<file path="config.mk">
export PLATFORM = sky130hd
export DESIGN_NAME = tkft_ctrl
export DESIGN_NICKNAME = d
export VERILOG_FILES = /design/src/hw/rtl/tkft_pkg.sv /design/src/hw/rtl/tkft_ctrl.sv
export SDC_FILE = /design/constraint.sdc
export NUM_CORES = 1
export LEC_CHECK = 0
export BUFFER_PORTS_ARGS = -buffer_cell sky130_fd_sc_hd__buf_2
export CAP_MARGIN = 20
export CORE_AREA = 3 3 40 42
export DETAILED_ROUTE_END_ITERATION = 6
export DIE_AREA = 0 0 43 45
export SLEW_MARGIN = 15
export SYNTH_ARGS = -nofsm -noshare
export SYNTH_HDL_FRONTEND = slang
export SYNTH_SLANG_ARGS = --single-unit
export TNS_END_PERCENT = 20
</file>
<file path="constraint.sdc">
create_clock -name clk -period 1.1 [get_ports clk]
set_input_delay 0 -clock clk [delete_from_list [all_inputs] [get_ports clk]]
set_output_delay 0 -clock clk [all_outputs]
set_load 0.1 [all_outputs]
</file>
<file path="src/hw/rtl/tkft_pkg.sv">
`timescale 1ns / 1ps
// ----------------------------------------------------------------------------
// tkft_pkg
// Shared types and constants for the top-k fame tracker.
// ----------------------------------------------------------------------------
package tkft_pkg;

	localparam int UID_W  = 32;
	localparam int DEG_W  = 24;
	localparam int FAME_W = DEG_W + 1;
	localparam int RANK_W = 6;

	localparam logic KIND_OFFER   = 1'b0;
	localparam logic KIND_READOUT = 1'b1;

	typedef enum logic {
		ST_IDLE,
		ST_READ
	} state_t;

	// controller to datapath
	typedef struct packed {
		logic              load_offer;
		logic              load_read;
		logic [RANK_W-1:0] read_idx;
	} cmd_t;

	function automatic logic signed [FAME_W-1:0] fame(input logic [DEG_W-1:0] indeg,
		input logic [DEG_W-1:0] outdeg);
		fame = $signed({1'b0, indeg}) - $signed({1'b0, outdeg});
	endfunction

endpackage

</file>
<file path="src/hw/rtl/tkft_ctrl.sv">
`timescale 1ns / 1ps
// ----------------------------------------------------------------------------
// tkft_ctrl
// Sequencer: takes offers, walks the list on readout, owns the output valid.
// ----------------------------------------------------------------------------
module tkft_ctrl #(
	parameter int LIST_SIZE = 16
) (
	input  logic          clk,
	input  logic          arst_n,
	input  logic          s_tvalid,
	output logic          s_tready,
	input  logic          s_tuser,
	output logic          m_tvalid,
	input  logic          m_tready,
	output logic          m_tlast,
	output tkft_pkg::cmd_t cmd
);

	localparam int IDX_W = (LIST_SIZE > 1) ? $clog2(LIST_SIZE) : 1;
	localparam logic [IDX_W-1:0] IDX_LAST = IDX_W'(LIST_SIZE - 1);

	tkft_pkg::state_t state_q, state_d;
	logic [IDX_W-1:0] idx_q, idx_d;
	logic             vld_q, vld_d;
	logic             last_q, last_d;
	logic             out_free;

	assign out_free = !vld_q || m_tready;
	assign m_tvalid = vld_q;
	assign m_tlast  = last_q;

	always_ff @(posedge clk or negedge arst_n) begin
		if (!arst_n) begin
			state_q <= tkft_pkg::ST_IDLE;
			idx_q   <= '0;
			vld_q   <= 1'b0;
			last_q  <= 1'b0;
		end else begin
			state_q <= state_d;
			idx_q   <= idx_d;
			vld_q   <= vld_d;
			last_q  <= last_d;
		end
	end

	always_comb begin
		state_d        = state_q;
		idx_d          = idx_q;
		vld_d          = vld_q;
		last_d         = last_q;
		s_tready       = 1'b0;
		cmd.load_offer = 1'b0;
		cmd.load_read  = 1'b0;
		cmd.read_idx   = tkft_pkg::RANK_W'(idx_q);
		if (out_free) begin
			vld_d = 1'b0;
		end
		case (state_q)
			tkft_pkg::ST_IDLE: begin
				s_tready = out_free;
				if (s_tvalid && out_free) begin
					if (s_tuser == tkft_pkg::KIND_READOUT) begin
						state_d = tkft_pkg::ST_READ;
						idx_d   = '0;
					end else begin
						cmd.load_offer = 1'b1;
						vld_d          = 1'b1;
						last_d         = 1'b1;
					end
				end
			end
			tkft_pkg::ST_READ: begin
				if (out_free) begin
					cmd.load_read = 1'b1;
					vld_d         = 1'b1;
					last_d        = (idx_q == IDX_LAST);
					idx_d         = idx_q + 1'b1;
					if (idx_q == IDX_LAST) begin
						state_d = tkft_pkg::ST_IDLE;
					end
				end
			end
			default: begin
				state_d = tkft_pkg::ST_IDLE;
			end
		endcase
	end

endmodule

</file>
==> key figures <==
Synth
  • Cell Area, Synth: 400 sq um
  • Number of synthesized flops with an enable pin: 0
  • Post-synth top area cell: dfrtp_1
  • Primary flip-flop cell chosen by synthesis mapping: dfrtp_1
  • Post-synthesis cell type count: 24
  • Sequential area share after synthesis: 43.8%
  • Top post-synthesis cells by area: dfrtp_1, buf_4, a22o_2
  • Synthesized area per cell: roughly 11 sq um
  • #FFs+latches synth: 7
  • Synthesized netlist cell count: 38
  • Most numerous cell in the Yosys netlist: dfrtp_1
  • Synth top area share: a little over two fifths
  • Synth cell count leaders: dfrtp_1, o21ai_0, buf_4, nand3_1, a22o_2
  • Syn. warnings: 0
  • Ys async rst share: 100%

Clocking
  • H-tree Lvls: 1
  • CTS tree: built
  • Root buf cell: clkbuf_4
  • Clock latency on the worst-skew pair: roughly 0.25 ns
  • CTS clk-pin slew, worst paths: ~0.060 ns
  • Num CTS Buffers: 3
  • CTS Buffer Depth: 2
  • CTS sink count: 7

Placement
  • HPWL after DPL: around 740 um
  • RD Place Congestion: 0.708
  • Port buffer count: 13
  • Cell Area, Placed: just under 700 sq um

Critical path
  • Worst EP arrival: around 1.3 ns
  • Crit end category: output pin
  • Crit-path max FO: 3
  • CP startpoint: m_tvalid
  • WP data required: around 1.1 ns
  • Crit Path Class: flip-flop to output pin
  • Reg2reg start: m_tvalid
  • Startpoint types: flip-flop

Die
  • Row count: 13
  • Chip Height: approximately 45 um
  • Io pins: 16
  • Die W: approximately 43 um
  • Area of the die: 1940 sq um
  • Core Footprint: between 1000 and 1500 sq um
  • Starting Density: between 30% and 40%

Min path
  • Worst Hold Class: input pin to flip-flop
  • HP Start: s_tvalid

Route
  • Post-DRT Antenna Nets: 0
  • Detailed-route DRC error count: 0
  • DR vias/cell: approximately 4.7
  • Final Routed Wirelength: roughly 1000 um
  • Drt first-iter violations: 0
  • WL/cell: approximately 13 um
  • DR pass1 iterations: 1
  • Via count: 364

Cells and area
  • Nets: 70
  • Area grow syn2layout: 85.6%
  • Inserted Diodes: 0
  • FILL cells: between 100 and 150
  • Final instance area: 743 sq um
  • Ratio of cells with drive above 1 in the final layout: between 60% and 70%

STA
  • Setup violators final: 7
  • Period minus WS final: approximately 1.3 ns
  • Pins Over Slew Limit: 0
  • RSZ-0062 raised after global routing: true
  • Peak Freq: about 780 MHz
  • Setup ws final: -0.180 ns
  • Worst clock skew: ~0.0025 ns
  • Period utilisation layout: 116%
  • Final Hold Vio Count: 0

GRT
  • Largest net degree at the start of global routing: 10
  • GR Overflow Total: 0
  • Gr usage total: between 10% and 20%
  • First-pass GRT wire length: around 1600 um
  • Vias in the first global route: roughly 350
  • Initial antenna violation count: 0

Status
  • Outcome: finished with violations
  • Failing checks: negative setup slack

Run
  • Total of max-cap violations: 0
-- what timing repair did --
item,in CTS,in global routing
cloned,0,0
setup buffers,1,0
gates resized for setup,6,3
pin swaps,2,0
setup endpoints to repair,7,9
hold buffers,1,0
hold endpoints to repair,7,0
-- kinds of logic after synthesis --
family	share of synthesized area (%)
flops	43.8
mux	2.81
fa+ha+maj	3.12
simple gates	26.6
buf+inv	6.56
other cells	0.937
compound gates	16.3
-- cell type report --
cell class | count | area [sq um] | area share, %
clock buffers | 4 | 26.3 | 3.54
inverters | 1 | 3.75 | 0.505
multi-input cells | 28 | 236 | 31.8
flip-flops and latches | 7 | 180 | 24.2
well taps | 15 | 18.8 | 2.53
repair buffers | 23 | 278 | 37.4
-- worst max-delay path, cell delays in order (launching register included) --
cell	delay [ns]
dfrtp_4	0.49
nor2b_4	0.15
nor2_4	0.07
and2_4	0.15
buf_12	0.16
-- stage by stage --
stage / setup TNS [ns] / util [%] / instances / worst slack, ns / hold slack (ns)
6_report: -0.791 / 57.8 / 78 / -0.180 / 0.0176
3_5_place_dp: -0.198 / 52.5 / 72 / -0.0966 / -0.152
4_1_cts: -0.789 / 56.9 / 78 / -0.186 / 0.0143
2_1_floorplan: -4.31 / - / 39 / -0.667 / -0.296
5_1_grt: -1.05 / 57.8 / 78 / -0.219 / 0.0443
3_3_place_gp: 0 / 52.5 / 72 / 0.00621 / -0.155
-- path summary, 6_finish.rpt --
check,to,depth (start not counted),slack [ns]
worst max-delay path,cmd[7],4,-0.18
worst min-delay path,state_q,3,0.02
worst max register to register,m_tvalid,3,-0.17
worst min register to register,state_q,1,0.56
max in group asynchronous,m_tvalid,2,0.82
min in group asynchronous,idx_q[2],2,0.11
-- cell usage in the layout, fill, tap and decap left out, types with 2 or more instances in the layout --
cell type and n:
conb_1 2, buf_12 9, and2_4 2, nand3_1 3, buf_4 9, clkbuf_4 3, buf_2 4, o21ai_1 2
a22o_2 2, dfrtp_1 5
-- state kept, by name, indices dropped and copies added (netlist names) --
| name | count |
|---|---|
| idx_q | 4 |
| m_tlast | 1 |
| m_tvalid | 1 |
| state_q | 1 |
-- routing by layer --
| layer | vias to the layer above | track usage, % | wire length (um) |
|---|---|---|---|
| met5 | - | 0 | 0 |
| met4 | 0 | 10.8 | 45 |
| met3 | 4 | 2.79 | 50 |
| met2 | 12 | 19.2 | 558 |
| met1 | 168 | 12.0 | 361 |
| li1 | 180 | - | - |
Power is left out: the tool's default activity adds up to more than one toggle a clock period on the data nets, which glitch-free logic cannot reach.
